==> src/hw/rtl/exptok_pkg.sv <==
// Shared types and constants for the expression tokenizer.
// Used by exptok_step, expression_tokenizer_core and exptok_checker; no dependencies.
package exptok_pkg;

    localparam int POS_BITS   = 16;
    localparam int VALUE_BITS = 63;

    localparam logic [POS_BITS-1:0] POS_MAX = '1;

    localparam logic [7:0] CHAR_NEWLINE = 8'h0A;
    localparam logic [7:0] CHAR_SPACE   = 8'h20;
    localparam logic [7:0] CHAR_TAB     = 8'h09;
    localparam logic [7:0] CHAR_PLUS    = 8'h2B;
    localparam logic [7:0] CHAR_MINUS   = 8'h2D;
    localparam logic [7:0] CHAR_STAR    = 8'h2A;
    localparam logic [7:0] CHAR_SLASH   = 8'h2F;
    localparam logic [7:0] CHAR_CARET   = 8'h5E;
    localparam logic [7:0] CHAR_LPAREN  = 8'h28;
    localparam logic [7:0] CHAR_RPAREN  = 8'h29;
    localparam logic [7:0] CHAR_LOWER_A = 8'h61;
    localparam logic [7:0] CHAR_LOWER_Z = 8'h7A;
    localparam logic [7:0] CHAR_ZERO    = 8'h30;
    localparam logic [7:0] CHAR_NINE    = 8'h39;

    typedef enum logic [3:0] {
        KIND_ADD    = 4'd0,
        KIND_SUB    = 4'd1,
        KIND_MUL    = 4'd2,
        KIND_DIV    = 4'd3,
        KIND_POW    = 4'd4,
        KIND_LPAREN = 4'd5,
        KIND_RPAREN = 4'd6,
        KIND_VAR    = 4'd7,
        KIND_NUM    = 4'd8,
        KIND_END    = 4'd9,
        KIND_BAD    = 4'd10,
        KIND_OVF    = 4'd11
    } token_kind_t;

    typedef struct packed {
        logic [7:0] char_byte;
        logic       end_of_input;
    } in_word_t;

    typedef struct packed {
        token_kind_t           token_kind;
        logic [4:0]            letter_index;
        logic [VALUE_BITS-1:0] number_value;
        logic [POS_BITS-1:0]   token_position;
        logic                  last_of_run;
    } out_word_t;

    typedef struct packed {
        logic                  in_number;
        logic [VALUE_BITS-1:0] number_accumulator;
        logic                  number_overflowed;
        logic [POS_BITS-1:0]   number_start;
        logic [POS_BITS-1:0]   byte_position;
        logic                  error_seen;
    } state_t;

endpackage

==> src/hw/rtl/expression_tokenizer_core.sv <==
// Top level of the expression tokenizer: input register, step logic and result register.
// Depends on exptok_pkg and exptok_step.
//
//   channel   ports             carries
//   input     s_valid/s_ready   s_word: one text byte and its end flag
//   output    m_valid/m_ready   m_word: one token with its start position
//
// A byte is taken into the input register and classified there; its tokens are
// written to the result register one per cycle while the output is not stalled.
// Throughput: one byte per cycle for bytes with zero or one token, output not
// stalled; a byte that yields k tokens (k is at most three) holds the input
// register until its last token is written to the result register.
// Reset clears all control state; the block is ready in the first cycle after reset.
// A stalled result register still takes a new byte into the empty input register.
module expression_tokenizer_core (
    input  logic                  aclk,
    input  logic                  aresetn,
    input  logic                  s_valid,
    output logic                  s_ready,
    input  exptok_pkg::in_word_t  s_word,
    output logic                  m_valid,
    input  logic                  m_ready,
    output exptok_pkg::out_word_t m_word
);

    logic                        in_valid_reg;
    logic                        in_valid_next;
    exptok_pkg::in_word_t        in_word_reg;
    logic [1:0]                  phase_reg;
    logic [1:0]                  phase_next;
    exptok_pkg::state_t          state_reg;
    exptok_pkg::state_t          state_next;
    exptok_pkg::state_t          step_state;
    logic                        m_valid_reg;
    logic                        m_valid_next;
    exptok_pkg::out_word_t       m_word_reg;
    exptok_pkg::out_word_t       m_word_next;

    exptok_pkg::out_word_t [2:0] token_list;
    logic [1:0]                  token_count;
    logic                        out_free;
    logic                        is_final;
    logic                        emit;
    logic                        retire;
    logic                        accept;

    exptok_step u_step (
        .word        (in_word_reg),
        .state       (state_reg),
        .token_list  (token_list),
        .token_count (token_count),
        .state_next  (step_state)
    );

    assign out_free = !m_valid_reg || m_ready;
    assign is_final = (phase_reg == token_count - 2'd1);
    assign emit     = in_valid_reg && (token_count != 2'd0) && out_free;
    // A word leaves the input register once its last token is written, or at once
    // when it makes no token.
    assign retire   = in_valid_reg && ((token_count == 2'd0) || (out_free && is_final));
    assign s_ready  = !in_valid_reg || retire;
    assign accept   = s_valid && s_ready;

    always_comb begin
        in_valid_next = in_valid_reg;
        phase_next    = phase_reg;
        state_next    = state_reg;
        m_valid_next  = m_valid_reg;
        m_word_next   = m_word_reg;

        if (retire) begin
            in_valid_next = 1'b0;
            phase_next    = 2'd0;
            state_next    = step_state;
        end else if (emit) begin
            phase_next = phase_reg + 2'd1;
        end
        if (accept) begin
            in_valid_next = 1'b1;
        end

        if (emit) begin
            m_valid_next             = 1'b1;
            m_word_next              = token_list[phase_reg];
            m_word_next.last_of_run  = is_final;
        end else if (m_ready) begin
            m_valid_next = 1'b0;
        end
    end

    always_ff @(posedge aclk) begin
        if (!aresetn) begin
            in_valid_reg <= 1'b0;
            phase_reg    <= 2'd0;
            state_reg    <= '0;
            m_valid_reg  <= 1'b0;
        end else begin
            in_valid_reg <= in_valid_next;
            phase_reg    <= phase_next;
            state_reg    <= state_next;
            m_valid_reg  <= m_valid_next;
        end
    end

    always_ff @(posedge aclk) begin
        if (accept) begin
            in_word_reg <= s_word;
        end
        m_word_reg <= m_word_next;
    end

    assign m_valid = m_valid_reg;
    assign m_word  = m_word_reg;

endmodule

==> src/hw/rtl/exptok_step.sv <==
// Combinational tokenizer step: classifies one byte against the current state,
// lists up to three tokens in order and computes the next state. Uses exptok_pkg.
module exptok_step (
    input  exptok_pkg::in_word_t        word,
    input  exptok_pkg::state_t          state,
    output exptok_pkg::out_word_t [2:0] token_list,
    output logic [1:0]                  token_count,
    output exptok_pkg::state_t          state_next
);

    logic [7:0]                        c;
    logic                              last;
    logic                              is_digit;
    logic                              is_space;
    logic                              is_letter;
    logic                              op_hit;
    exptok_pkg::token_kind_t           op_kind;
    logic [3:0]                        digit;
    logic [exptok_pkg::POS_BITS-1:0]   pos_inc;
    logic                              start_new;
    logic [exptok_pkg::VALUE_BITS-1:0] acc_base;
    logic                              ovf_base;
    logic [exptok_pkg::VALUE_BITS+3:0] acc_wide;
    logic                              ovf_new;
    logic [exptok_pkg::VALUE_BITS-1:0] acc_new;
    logic [exptok_pkg::POS_BITS-1:0]   start_new_pos;
    logic [exptok_pkg::VALUE_BITS-1:0] num_acc;
    logic                              num_ovf;
    logic [exptok_pkg::POS_BITS-1:0]   num_pos;
    logic                              num_emit;
    logic                              err_after_num;
    logic                              own_emit;
    logic                              own_bad;
    logic                              end_emit;
    exptok_pkg::out_word_t             slot_num;
    exptok_pkg::out_word_t             slot_own;
    exptok_pkg::out_word_t             slot_end;

    assign c    = word.char_byte;
    assign last = word.end_of_input;

    assign is_digit  = (c >= exptok_pkg::CHAR_ZERO) && (c <= exptok_pkg::CHAR_NINE);
    assign is_space  = (c == exptok_pkg::CHAR_NEWLINE) || (c == exptok_pkg::CHAR_SPACE)
                    || (c == exptok_pkg::CHAR_TAB);
    assign is_letter = (c >= exptok_pkg::CHAR_LOWER_A) && (c <= exptok_pkg::CHAR_LOWER_Z);
    // The ASCII digits sit at 0x30..0x39, so the low nibble is the digit value.
    assign digit     = c[3:0];

    always_comb begin
        op_hit  = 1'b1;
        op_kind = exptok_pkg::KIND_ADD;
        unique case (c)
            exptok_pkg::CHAR_PLUS:   op_kind = exptok_pkg::KIND_ADD;
            exptok_pkg::CHAR_MINUS:  op_kind = exptok_pkg::KIND_SUB;
            exptok_pkg::CHAR_STAR:   op_kind = exptok_pkg::KIND_MUL;
            exptok_pkg::CHAR_SLASH:  op_kind = exptok_pkg::KIND_DIV;
            exptok_pkg::CHAR_CARET:  op_kind = exptok_pkg::KIND_POW;
            exptok_pkg::CHAR_LPAREN: op_kind = exptok_pkg::KIND_LPAREN;
            exptok_pkg::CHAR_RPAREN: op_kind = exptok_pkg::KIND_RPAREN;
            default:                 op_hit  = 1'b0;
        endcase
    end

    assign pos_inc = (state.byte_position == exptok_pkg::POS_MAX) ? state.byte_position
                   : state.byte_position + 1'b1;

    // Number accumulation: acc * 10 + digit as shift-and-add, with four guard bits
    // that flag a value past the 63-bit range.
    assign start_new     = !state.in_number;
    assign acc_base      = start_new ? '0 : state.number_accumulator;
    assign ovf_base      = start_new ? 1'b0 : state.number_overflowed;
    assign start_new_pos = start_new ? state.byte_position : state.number_start;
    assign acc_wide      = ({4'b0, acc_base} << 3) + ({4'b0, acc_base} << 1)
                         + {{exptok_pkg::VALUE_BITS{1'b0}}, digit};
    assign ovf_new       = ovf_base || (acc_wide[exptok_pkg::VALUE_BITS+3:
                                                 exptok_pkg::VALUE_BITS] != 4'd0);
    assign acc_new       = ovf_new ? acc_base : acc_wide[exptok_pkg::VALUE_BITS-1:0];

    assign num_acc  = is_digit ? acc_new : state.number_accumulator;
    assign num_ovf  = is_digit ? ovf_new : state.number_overflowed;
    assign num_pos  = is_digit ? start_new_pos : state.number_start;
    assign num_emit = !state.error_seen && (is_digit ? last : state.in_number);

    assign err_after_num = num_emit && num_ovf;
    assign own_emit      = !state.error_seen && !is_digit && !err_after_num && !is_space;
    assign own_bad       = own_emit && !op_hit && !is_letter;
    assign end_emit      = !state.error_seen && last && !err_after_num && !own_bad;

    always_comb begin
        slot_num                = '0;
        slot_num.token_kind     = num_ovf ? exptok_pkg::KIND_OVF : exptok_pkg::KIND_NUM;
        slot_num.number_value   = num_ovf ? '0 : num_acc;
        slot_num.token_position = num_pos;

        slot_own                = '0;
        slot_own.token_position = state.byte_position;
        priority if (op_hit) begin
            slot_own.token_kind = op_kind;
        end else if (is_letter) begin
            slot_own.token_kind   = exptok_pkg::KIND_VAR;
            slot_own.letter_index = 5'(c - exptok_pkg::CHAR_LOWER_A);
        end else begin
            slot_own.token_kind = exptok_pkg::KIND_BAD;
        end

        slot_end                = '0;
        slot_end.token_kind     = exptok_pkg::KIND_END;
        slot_end.token_position = pos_inc;
    end

    // Pack the present tokens to the front, keeping their order.
    always_comb begin
        token_list[0] = num_emit ? slot_num : (own_emit ? slot_own : slot_end);
        token_list[1] = num_emit ? (own_emit ? slot_own : slot_end) : slot_end;
        token_list[2] = slot_end;
        token_count   = 2'({1'b0, num_emit} + {1'b0, own_emit} + {1'b0, end_emit});
    end

    always_comb begin
        state_next               = state;
        state_next.byte_position = pos_inc;
        if (last) begin
            state_next = '0;
        end else if (!state.error_seen) begin
            if (is_digit) begin
                state_next.in_number          = 1'b1;
                state_next.number_accumulator = acc_new;
                state_next.number_overflowed  = ovf_new;
                state_next.number_start       = start_new_pos;
            end else begin
                state_next.in_number  = 1'b0;
                state_next.error_seen = err_after_num || own_bad;
            end
        end
    end

endmodule

==> config.mk <==
export PLATFORM = sky130hd
export DESIGN_NAME = expression_tokenizer_core
export DESIGN_NICKNAME = d
export VERILOG_FILES = /design/src/hw/rtl/exptok_pkg.sv /design/src/hw/rtl/expression_tokenizer_core.sv /design/src/hw/rtl/exptok_step.sv
export SDC_FILE = /design/constraint.sdc
export NUM_CORES = 1
export LEC_CHECK = 0
export BUFFER_PORTS_ARGS = -buffer_cell sky130_fd_sc_hd__buf_2
export CAP_MARGIN = 20
export CELL_PAD_IN_SITES_DETAIL_PLACEMENT = 0
export CELL_PAD_IN_SITES_GLOBAL_PLACEMENT = 1
export CORE_ASPECT_RATIO = 0.7
export CORE_MARGIN = 3
export CORE_UTILIZATION = 51
export CTS_CLUSTER_SIZE = 25
export DETAILED_ROUTE_END_ITERATION = 10
export PLACE_DENSITY_LB_ADDON = 0.2
export REMOVE_ABC_BUFFERS = 1
export SLEW_MARGIN = 10
export SYNTH_ARGS = -nofsm -noshare
export SYNTH_HDL_FRONTEND = slang
export SYNTH_SLANG_ARGS = --single-unit
==> constraint.sdc <==
create_clock -name aclk -period 26.7 [get_ports aclk]
set_input_delay 1.335 -clock aclk [delete_from_list [all_inputs] [get_ports aclk]]
set_output_delay 1.335 -clock aclk [all_outputs]
set_load 0.01 [all_outputs]
Yosys cells after proc, flatten, opt, wreduce, memory -nomap -nowiden. Index checks and enable logic that the tools add are counted.

Memories kept: 0. Flip-flop bits (word level): 200. Input port bits: 13. Bits in writable memories: 0. Logic and storage cells: 120. Memory bits (read-only): 0. Latch bits: 0.

Equal/unequal tests: 13. $mul: 0. Reduce and logical (&&, ||, !) cells: 43. Div/mod/pow operators: 0. Multiplexer cells: 34. $lt $le $gt $ge: 5. Shifts and indexed selects: 0. Add/subtract/negate cells: 8. Bitwise operators: 1.

Operators with widths (number): $mux W89 (4); $mux W63 (4); $bmux W89 S2 (1); $mux W81 (2); $mux W80 (1); $add A66 B64 Y67 (1); $add A67 B4 Y67 (1); $mux W16 (4); $eq A8 B6 Y1 const B (7); $pmux W3 S6 (1); $logic_and A1 B1 Y1 (17); $add A16 B1 Y16 const B (1); $eq A16 B16 Y1 const B (1); $eq A8 B4 Y1 const B (2); $mux W1 (12); $mux W5 (2); $logic_not A1 Y1 (9); $eq A8 B7 Y1 const B (1); $ge A8 B6 Y1 const B (1); $ge A8 B7 Y1 const B (1); $le A8 B6 Y1 const B (1); $le A8 B7 Y1 const B (1); $mux W4 (2); $reduce_bool A2 Y1 (4); other kinds (17) (23).

Depth between registers and ports, before layout. Gate-level depths: netlist of run 1.

Word-level depth: 23. Depth in mapped cells: 29. Mapped depth without buffers: 26.

Modules after synthesis. Synthesis of run 1 repeated with hierarchy kept, for this count alone.

Cells, all modules: 2365. Area, all modules: 18667.9 µm².

Modules (own cells, without submodules): exptok_step (cells each 1517, seq. area each 0.0 µm², times used 1, area an instance 9814.4 µm²); expression_tokenizer_core (cells each 848, seq. area each 4984.8 µm², times used 1, area an instance 8853.5 µm²).

Least setup slack after synthesis of run 1. Ideal clock, no wire load.

Kind: reg-to-reg. Start: register state_reg[97] in the netlist's numbering. End: register phase_reg[1]. Period minus slack after synthesis: 9657 ps. Arrival: 9592 ps. Path slack: 17043 ps. Cell stages (with the launch flop): 25. Library setup time: 64 ps. Cells stage by stage: dfxtp_1 -> clkbuf_1 -> clkbuf_1 -> and2_1 -> ha_1 -> ha_1 -> buf_2 -> a21o_1 -> a21o_1 -> a221oi_1 -> o21ai_1 -> o211a_1 -> nor4_2 -> o32ai_2 -> nor4_2 -> buf_2 -> nor3_1 -> or4_1 -> fa_1 -> ha_1 -> nand2b_1 -> nor2b_1 -> nand2_1 -> xor2_1 -> nor2_1.

Elaborated cells on any way between the ends: 30. Those cells by class: add/sub (5); eq/ne (1); mux (4); reduce/logical (20).

RTL lines: start: declaration (line expression_tokenizer_core.sv:31) `exptok_pkg::state_t state_reg;`; start signal: assignment (line expression_tokenizer_core.sv:100) `state_reg <= state_next;`; $mux W63 (line exptok_step.sv:70) `assign acc_base = start_new ? '0 : state.number_accumulator;`; $add A66 B64 Y67 (line exptok_step.sv:73) `assign acc_wide = ({4'b0, acc_base} << 3) + ({4'b0, acc_base} << 1)`; $add A67 B4 Y67 (line exptok_step.sv:74) `+ {{exptok_pkg::VALUE_BITS{1'b0}}, digit};`; $reduce_bool A4 Y1 (line exptok_step.sv:75) `assign ovf_new = ovf_base || (acc_wide[exptok_pkg::VALUE_BITS+3:`; $logic_or A1 B1 Y1 (line exptok_step.sv:75); $mux W1 (line exptok_step.sv:80) `assign num_ovf = is_digit ? ovf_new : state.number_overflowed;`; $logic_and A1 B1 Y1 (line exptok_step.sv:84) `assign err_after_num = num_emit && num_ovf;`; $logic_not A1 Y1 (line exptok_step.sv:85, exptok_step.sv:87); $logic_and A1 B1 Y1 (2 in series) (line exptok_step.sv:85) `assign own_emit = !state.error_seen && !is_digit && !err_after_num && !is_space;`; $logic_and A1 B1 Y1 (2 in series) (line exptok_step.sv:86) `assign own_bad = own_emit && !op_hit && !is_letter;`; $logic_not A1 Y1 (line exptok_step.sv:87) `assign end_emit = !state.error_seen && last && !err_after_num && !own_bad;`; $logic_and A1 B1 Y1 (line exptok_step.sv:87); $add A2 B1 Y2 (*) (line exptok_step.sv:116) `token_count = 2'({1'b0, num_emit} + {1'b0, own_emit} + {1'b0, end_emit});`; $reduce_bool A2 Y1 (*) (line expression_tokenizer_core.sv:57) `assign emit = in_valid_reg && (token_count != 2'd0) && out_free;`; $logic_and A1 B1 Y1 (*) (2 in series) (line expression_tokenizer_core.sv:57); net emit (line expression_tokenizer_core.sv:43) `logic emit;`; end signal: assignment (line expression_tokenizer_core.sv:99) `phase_reg <= phase_next;`; end: declaration (line expression_tokenizer_core.sv:29) `logic [1:0] phase_reg;`.

Mark *: on every way through the listed nets, which the timed path passes. The rest lies on a longest branch. A chain may end at the register's enable or synchronous reset.

Worst setup path in the final report of run 1.
Start: register state_reg[97] in the netlist's numbering. End: register state_reg[94] in the netlist's numbering.

Cells in the longest elaborated chain, start to end: 21. Elaborated cells on any way between the ends: 31. Those cells by class: add/sub (5); eq/ne (1); mux (8); reduce/logical (17).

Ends and longest elaborated chain: $mux W63 (line exptok_step.sv:70); $add A66 B64 Y67 (line exptok_step.sv:73); $add A67 B4 Y67 (line exptok_step.sv:74); $reduce_bool A4 Y1 (line exptok_step.sv:75); $logic_or A1 B1 Y1 (line exptok_step.sv:75); $mux W1 (line exptok_step.sv:80); $logic_and A1 B1 Y1 (line exptok_step.sv:84); $logic_not A1 Y1 (line exptok_step.sv:85, exptok_step.sv:87); (+6 left out); $add A2 B1 Y2 (*) (line exptok_step.sv:116); $sub A2 B1 Y2 (*) (line expression_tokenizer_core.sv:56) `assign is_final = (phase_reg == token_count - 2'd1);`; $eq A2 B2 Y1 (*) (line expression_tokenizer_core.sv:56); net is_final (line expression_tokenizer_core.sv:42) `logic is_final;`; $logic_and A1 B1 Y1 (*) (line expression_tokenizer_core.sv:60) `assign retire = in_valid_reg && ((token_count == 2'd0) || (out_free && is_final));`; $logic_or A1 B1 Y1 (*) (line expression_tokenizer_core.sv:60); $logic_and A1 B1 Y1 (*) (line expression_tokenizer_core.sv:60); $reduce_and A3 Y1 (no source line) (*).

Mark *: on every way through the listed nets, which the timed path passes. The rest lies on a longest branch. The select of a mux whose other input is x is not followed.

==> impl_results.md, run 1 <==
- Max VDD drop: 0.0446 mV
- Synth Area in Adders: 11.7%
- P&R area growth vs syn: 8.85%
- Final min period: 8.82 ns
- Global-route congestion overflow total: 0
- Largest family of logic cells by synthesized area: compound AO/OA/AOI/OAI gates
- Site row count: 50
- Die footprint: 30,400 µm²
- Endpoints failing setup: 0
- # clock sinks: 200
- Pwr/cell area: 57.3 nW/µm²
- Detail Placement HPWL: 29,100 µm
- Crit path top cell by count: buf_4
- Critical path's largest stage delay: 0.56 ns
- Postcts setup bufs: 0
- Largest register FFs: 98
- Antenna-violating nets left: 0
- Detailed router's first-iteration violation count: 1,187
- Nets@finish: 1,851
- Clock buffer depth: 2
- Vias per cell: 6.16
- Largest net degree at the start of global routing: 89
- Skew-Pair Late Insertion Delay: 0.46 ns
- First-pass DRT Iterations: 5
- Die Y-Extent: 147 µm
- Xor/xnor cell area share of the yosys netlist: 4.12%
- Ant. Diodes: 0
- #FFs+latches synth: 200
- Status: completed
- Clk slew on worst S/H paths: 0.08 ns
- Netlist cell types: 87
- Layout cells sized above 1: 11.0%
- GP Congestion: 0.944
- Antenna violations before repair: 0
- Hold_buf cts: 0
- Simple-gate area share of the yosys netlist: 18.8%
- Max-Cap Viols: 0
- Starting Density: 52.9%
- Number of port buffers: 103
- Via count: 12,811
- Data required time of the critical path: 27.10 ns
- Mapped Area: 14,400 µm²
- PnR worst setup slack: 17.88 ns
- Yosys top cell area share: 20.4%
- Slowest-stage cell, CP: nor4_4
- Sequential area share after synthesis: 34.5%
- Post-Route WL: 40,300 µm
- Synthesis Warnings: 0
- CTS Root Cell: clkbuf_16
- Post-Place Setup Slack: 18.02 ns
- Cell taking the most area after synthesis: edfxtp_1
- Final routed DRC violation total: 0
- Mux share of post-synthesis cell area: 2.51%
- DR WL/cell: 19.4 µm
- CP arrival: 9.21 ns
- Critical path class: flop to flop
- Area of the core: 27,300 µm²
- Die Wd: 207 µm
- # IOs: 104
- Leakage power figure: 0.00660 µW
- H-Tree Depth: 4
- EDFF count, synth: 98
- Fmax achieved: 113 MHz
- First-pass GRT wire length: 65,300 µm
- CP endpoint kind: flop
- Hold Path Class: flop to flop
- Synth area leaders: edfxtp_1 (20%), dfxtp_1 (14%), ha_1 (11%)
- Cts bufs inserted: 17
- Final Slew Violations: 0
- Ys flop type: dfxtp_1
- Vias in the first global route: 11,868
- Syn_area_per_cell: 8.63 µm²
- Post-CTS Resized: 0
- Crit path max fanout: 69
- CTS tree: built
- FFs w/ async S/R, synth: 0%
- Period Utilization, post-route: 33.0%
- Tot Pwr: 900 µW
- Slew headroom: 31.5%
- RSZ-0062 raised after global routing: false
- Measured slew at the worst slew-check pin: 1.01 ns
- Total negative slack: 0 ns
- Startpoint Class: flop
- Total track usage: 26.1%
- Compound-gate portion of the synthesized area: 23.8%
- Fin. Hold Viols: 0
- Mapped Cells: 1,673
- Setup Skew: 0.0159 ns
## final cells by class
type	instances	area [µm²]
inverters	44	165
repair buffers	118	632
flip-flops and latches	200	4990
well taps	364	455
clock inverters	15	184
clock buffers	17	425
multi-input cells	1323	8870
fillers	2484	11600
## synth_stat cells (all sizes together), types with 12 or more instances
cell type  number
clkbuf         65
nand2         179
mux2i          34
a21o           26
nand4          33
xor2           24
buf            41
a21boi         12
dfxtp         102
nor2b          20
o21bai         20
nand2b         18
xnor2          44
nor2          147
nand3          28
o21ai         142
ha            132
a22o           40
inv            44
a21oi         146
a211oi         37
edfxtp         98
nor3           27
and2           68
## power breakdown
part	total, µW	internal (µW)	leakage, µW	switching [µW]
clock	276	135	0.000293	141
sequential	398	377	0.00176	20.4
combinational	226	74.8	0.00454	151
total	900	587	0.00660	313
## routing by layer
layer / GRT usage [%] / part of all wire [%]
met2: 36.8 / 41
met5: 0 / 0
met4: 5.49 / 1.2
met1: 41.2 / 51
met3: 4.67 / 7.3
## logic make-up (layout without fill, tap and decap cells)
group / Yosys count / after routing
buf+inv: 150 / 194
flops: 200 / 200
mux: 36 / 36
simple gates: 563 / 563
fa+ha+maj: 134 / 134
compound gates: 522 / 522
xor+xnor: 68 / 68
## metrics by stage
step                util (%)  instances  hold WS (ns)  cell area [µm²]
floorplan                  -       1567         0.438            14000
global placement        55.4       2049         0.447            15100
detailed placement      55.4       2049         0.455            15100
CTS                     57.6       2081         0.469            15700
global route            57.6       2081         0.485            15700
finish                  57.6       2081         0.466            15700
## final timing paths
kind | slack (ns) | to | cells past startpoint | startpoint
max | 17.88 | state_reg[94] | 30 | state_reg[97]
min | 0.47 | state_reg[49] | 2 | state_reg[49]
max reg2reg | 17.88 | state_reg[94] | 30 | state_reg[97]
min reg2reg | 0.47 | state_reg[49] | 2 | state_reg[49]
## worst max-delay path, delay by kind of cell, from the launching register on
family                     cells  cell delay (ns)
DFF                            1             0.33
AOI/OAI and AO/OA              9             2.11
adders and majority gates      4             1.37
buffers and inverters          5             1.82
and+or+nand+nor               10             2.73
xor gates and xnor gates       2             0.33
## cell usage in the layout (no fill, tap or decap), types with 44 or more instances in the layout
master | synthesis | routed
a21oi_1 | 144 | 144
and2_1 | 67 | 67
buf_2 | 34 | 103
dfxtp_1 | 102 | 101
edfxtp_1 | 98 | 98
ha_1 | 132 | 132
nand2_1 | 179 | 179
nor2_1 | 145 | 145
o21ai_0 | 92 | 92
o21ai_1 | 48 | 48
xnor2_1 | 44 | 44
No activity file was read; power rests on OpenSTA's default activity.
==> run 2: changes to the inputs <==
- CORE_UTILIZATION: 51 -> 43
- clock period: 26.7 -> 7.3 ns (I/O delays scaled with it)
==> impl_results.md, run 2 (synthesis gave the netlist of run 1 again) <==
- Critical path's largest stage delay: 0.49 ns
- Clk slew on worst S/H paths: 0.08 ns
- P&R area growth vs syn: 11.9%
- Global-route congestion overflow total: 0
- R2r endpoint: state_reg[81]
- Slew headroom: 31.8%
- Most common cell after layout, fill and taps aside: nand2_1
- Worst flop-to-flop path startpoint: state_reg[97]
- CTS Root Cell: clkbuf_16
- Die Wd: 225 µm
- Layout cells sized above 1: 13.0%
- Detailed router's first-iteration violation count: 890
- Period Utilization, post-route: 94.7%
- Site row count: 55
- Setup Skew: 0.0201 ns
- Slowest-stage cell, CP: or4_1
- Area of the core: 32,700 µm²
- Max-Cap Viols: 0
- Die Y-Extent: 159 µm
- Detail Placement HPWL: 31,800 µm
- Hold-critical path depth: 1
- Endpoints failing setup: 0
- H-Tree Depth: 4
- Post-Route WL: 43,100 µm
- Hold Path Class: input port to flop
- Area after DPL: 15,500 µm²
- Hold Startpoint: s_word[8]
- Hold EP: in_word_reg[8]
- Hold_buf cts: 0
- Ant. Diodes: 0
- Starting Density: 44.2%
- Measured slew at the worst slew-check pin: 1.02 ns
- FF-to-FF setup slack: 0.39 ns
- Total negative slack: 0 ns
- Fin. Hold Viols: 0
- Most frequent cells in the layout: nand2_1 (179), nor2_1 (145), a21oi_1 (142)
- Cts bufs inserted: 17
- Vias in the first global route: 12,162
- Antenna violations before repair: 0
- Number of port buffers: 103
- CP endpoint kind: flop
- CP arrival: 7.31 ns
- Final min period: 6.91 ns
- Skew-Pair Late Insertion Delay: 0.47 ns
- Cell area after layout: 16,200 µm²
- First-pass GRT wire length: 68,500 µm
- GP Congestion: 0.953
- Final routed DRC violation total: 0
- Multi-input logic area: 8900 µm²
- Critical path class: flop to flop
- Startpoint Class: flop
- Largest register FFs: 98
- Data required time of the critical path: 7.70 ns
- Leakage power figure: 0.00680 µW
- Pwr/cell area: 210 nW/µm²
- Reg2reg path depth: 26
- Final Slew Violations: 0
- CTS tree: built
- Status: completed
- # clock sinks: 200
- # IOs: 104
- Final core occ: 49.4%
- Vias per cell: 5.85
- DR WL/cell: 19.8 µm
- Total track usage: 24.1%
- Clock buffer depth: 2
- Antenna-violating nets left: 0
- Max VDD drop: 0.168 mV
- Crit path top cell by count: ha_1
- Largest net degree at the start of global routing: 77
- Nets@finish: 1,882
- Die footprint: 35,900 µm²
- RSZ-0062 raised after global routing: false
- Via count: 12,718
- Crit path max fanout: 30
- FF/Latch Area: 4990 µm²
- Fmax achieved: 145 MHz
- First-pass DRT Iterations: 5
- Fill count: 3,141
## run 2: changes by cell type in the layout (fill, tap and decap cells not counted), moves of 2 or more
| cell | delta |
|---|---|
| buf_4 | +23 |
| inv_6 | +2 |
| buf_12 | +7 |
| a21oi_1 | -2 |
| clkbuf_8 | +2 |
| clkinv_4 | -2 |
| a21oi_2 | +2 |
## run 2: layout make-up
| class | count | area share [%] |
|---|---|---|
| inverter | 44 | 1.02 |
| tap | 427 | 3.31 |
| timing repair buffer | 149 | 5.91 |
| clock inverter | 12 | 0.859 |
| clock buffer | 20 | 2.96 |
| multi-input combinational | 1323 | 55.1 |
| sequential | 200 | 30.9 |
## run 2: worst max path at each step
stage                         from       endpoint  slack (ns)  depth (start not counted)
floorplan           in_word_reg[2]   phase_reg[1]       -4.17                         16
global placement     state_reg[97]  state_reg[68]        0.35                         28
detailed placement   state_reg[97]  state_reg[94]        0.22                         27
CTS                  state_reg[97]  state_reg[81]        0.18                         27
global route         state_reg[97]  state_reg[81]        0.03                         26
finish               state_reg[97]  state_reg[81]        0.39                         26
## run 2: layer usage
metal,GRT usage (%),wire (µm)
met1,37.9,22700
met2,33.7,17500
met3,3.76,2250
met4,6.47,759
met5,0,0
## run 2: where the power goes
part / switching [µW] / internal [µW]
combinational: 591 / 348
sequential: 76.8 / 1380
clock: 506 / 498
## run 2: critical path, delay by kind of cell, from the launching register on
| family | cells | cell delay (ns) |
|---|---|---|
| xor gates and xnor gates | 1 | 0.12 |
| AOI/OAI and AO/OA | 8 | 1.74 |
| buffers and inverters | 3 | 0.60 |
| adders and majority gates | 4 | 1.49 |
| DFF | 1 | 0.47 |
| and+or+nand+nor | 10 | 2.41 |
## run 2: stage by stage
step / cells / setup WS, ns / total power (µW) / hold WS [ns]
after detailed placement: 2142 / 0.216 / 2410 / 0.455
after global placement: 2142 / 0.355 / 2410 / 0.448
final: 2175 / 0.390 / 3400 / 0.0732
after floorplan: 1567 / -4.17 / 1990 / 0.438
after CTS: 2174 / 0.181 / 3420 / 0.0443
after global routing: 2175 / 0.0285 / 3580 / 0.0436
## run 2: what timing repair did
| action | in CTS | in global routing |
|---|---|---|
| hold endpoints to repair | 0 | 0 |
| endpoints found under the setup margin | 0 | 83 |
| setup buffers | 0 | 0 |
| resized for setup | 0 | 8 |
==> run 3: changes to the inputs <==
- CELL_PAD_IN_SITES_DETAIL_PLACEMENT: 0 -> 2
- CELL_PAD_IN_SITES_GLOBAL_PLACEMENT: 1 -> 2
- CORE_UTILIZATION: 43 -> 34
==> impl_results.md, run 3 (synthesis gave the netlist of run 1 again) <==
- Nets@finish: 1,898
- Vias in the first global route: 14,210
- Max VDD drop: 0.145 mV
- First-pass GRT wire length: 85,200 µm
- Leakage power figure: 0.00688 µW
- Total negative slack: 0 ns
- Site row count: 62
- Most common cell after layout, fill and taps aside: nand2_1
- First-pass DRT Iterations: 5
- H-Tree Depth: 4
- Total track usage: 24.4%
- Max-Cap Viols: 0
- Pint: 2200 µW
- Ant. Diodes: 0
- Hold_buf cts: 0
- Hold Path Class: input port to flop
- Post-Route WL: 54,100 µm
- Startpoint Class: flop
- DR WL/cell: 23.5 µm
- Pwr/cell area: 211 nW/µm²
- Setup Skew: 0.0207 ns
- CP endpoint kind: output pin
- Detail Placement HPWL: 41,100 µm
- Final min period: 6.92 ns
- Most frequent cells in the layout: nand2_1 (179), nor2_1 (145), a21oi_1 (140)
- Vias per cell: 5.71
- Die footprint: 45,000 µm²
- CTS Root Cell: clkbuf_16
- Layout cells sized above 1: 14.3%
- Seq pwr share: 41.8%
- Fmax achieved: 145 MHz
- Clk slew on worst S/H paths: 0.09 ns
- Die Wd: 252 µm
- # IOs: 104
- Final Slew Violations: 0
- Detailed router's first-iteration violation count: 613
- Skew-Pair Late Insertion Delay: 0.48 ns
- Sw power: 1280 µW
- # clock sinks: 200
- Die Y-Extent: 178 µm
- Measured slew at the worst slew-check pin: 0.818 ns
- Fin. Hold Viols: 0
- Via count: 13,184
- Critical path class: flop to output pin
- Non-filler cells, final: 2,308
- Status: completed
- Area of the core: 41,500 µm²
- Global-route congestion overflow total: 0
- Clk network pwr share: 29.6%
- CP arrival: 6.55 ns
- Starting Density: 34.8%
- Data required time of the critical path: 6.93 ns
- Number of port buffers: 103
- Endpoints failing setup: 0
- Logic pwr share: 28.6%
- CTS tree: built
- P&R area growth vs syn: 14.3%
- Largest net degree at the start of global routing: 60
- Antenna violations before repair: 0
- Antenna-violating nets left: 0
- Crit path max fanout: 39
- Largest register FFs: 98
- Slowest-stage cell, CP: a221oi_2
- Crit path top cell by count: ha_1
- Cts bufs inserted: 17
- Sw Ratio: 36.7%
- Slew headroom: 45.4%
- Final routed DRC violation total: 0
- GP Congestion: 0.865
- Critical-path cell list: buf_12, and2_1, ha_1, ha_1, a21oi_1, o211ai_1, a221oi_2, a2111oi_4, o21bai_1, and4_1, o41ai_4, nor4_4, nor3_1, or4_1, fa_1, ha_1, xnor2_1, nor2_1, and2_1, buf_4, nor2_1, inv_1, buf_2
- Clock buffer depth: 2
- Critical path's largest stage delay: 0.52 ns
- Period Utilization, post-route: 94.8%
- Placed cells: 2,275
## run 3: metrics by stage
stage	power, µW	hold slack, ns	setup WS (ns)	util [%]	area, µm²
2_1_floorplan	1990	0.438	-4.17	-	14000
3_3_place_gp	2430	0.447	0.424	38.0	15800
3_5_place_dp	2470	0.456	0.225	38.0	15800
4_1_cts	3520	0.0374	0.180	39.5	16400
5_1_grt	3660	0.0459	-0.0299	39.8	16500
6_report	3480	0.0525	0.382	39.8	16500
## run 3: path summary, 6_finish.rpt
kind	startpoint	to	slack, ns	cells after the start
worst max-delay path	state_reg[97]	s_ready	0.38	23
worst min register to register	state_reg[46]	state_reg[46]	0.47	2
worst min-delay path	s_word[6]	in_word_reg[6]	0.05	1
worst max register to register	state_reg[97]	state_reg[81]	0.39	26
## run 3: timing repair
action / in CTS / in global routing
setup endpoints to repair: 0 / 95
buffers inserted: 0 / 0
gates resized for setup: 0 / 21
## run 3: power groups by stage
stage | clock network [µW] | logic [µW] | registers [µW]
floorplan | 0 | 436 | 1560
global placement | 0 | 960 | 1470
detailed placement | 0 | 988 | 1480
CTS | 1060 | 1000 | 1460
global route | 1090 | 1090 | 1470
finish | 1030 | 994 | 1450
## run 3: metal layers
metal  track usage, %  routed length (µm)
met4             4.59                 541
met5                0                   0
met3             3.05                1170
met2             39.6               24400
met1             34.9               28000
## run 3: worst max-delay path, delay by kind of cell, from the launching register on
| kind | cells | cell delay, ns |
|---|---|---|
| adders and majority gates | 4 | 1.49 |
| DFF | 1 | 0.47 |
| AOI/OAI and AO/OA | 6 | 1.48 |
| xor gates and xnor gates | 1 | 0.16 |
| and+or+nand+nor | 8 | 1.84 |
| buffers and inverters | 4 | 0.58 |
## run 3: final cells by class
class,instances,area [µm²]
tap,544,681
inverter,44,165
clock buffer,17,425
clock inverter,15,188
timing repair buffer,165,1100
multi-input combinational,1323,8950
sequential,200,4990
fill,4596,25000
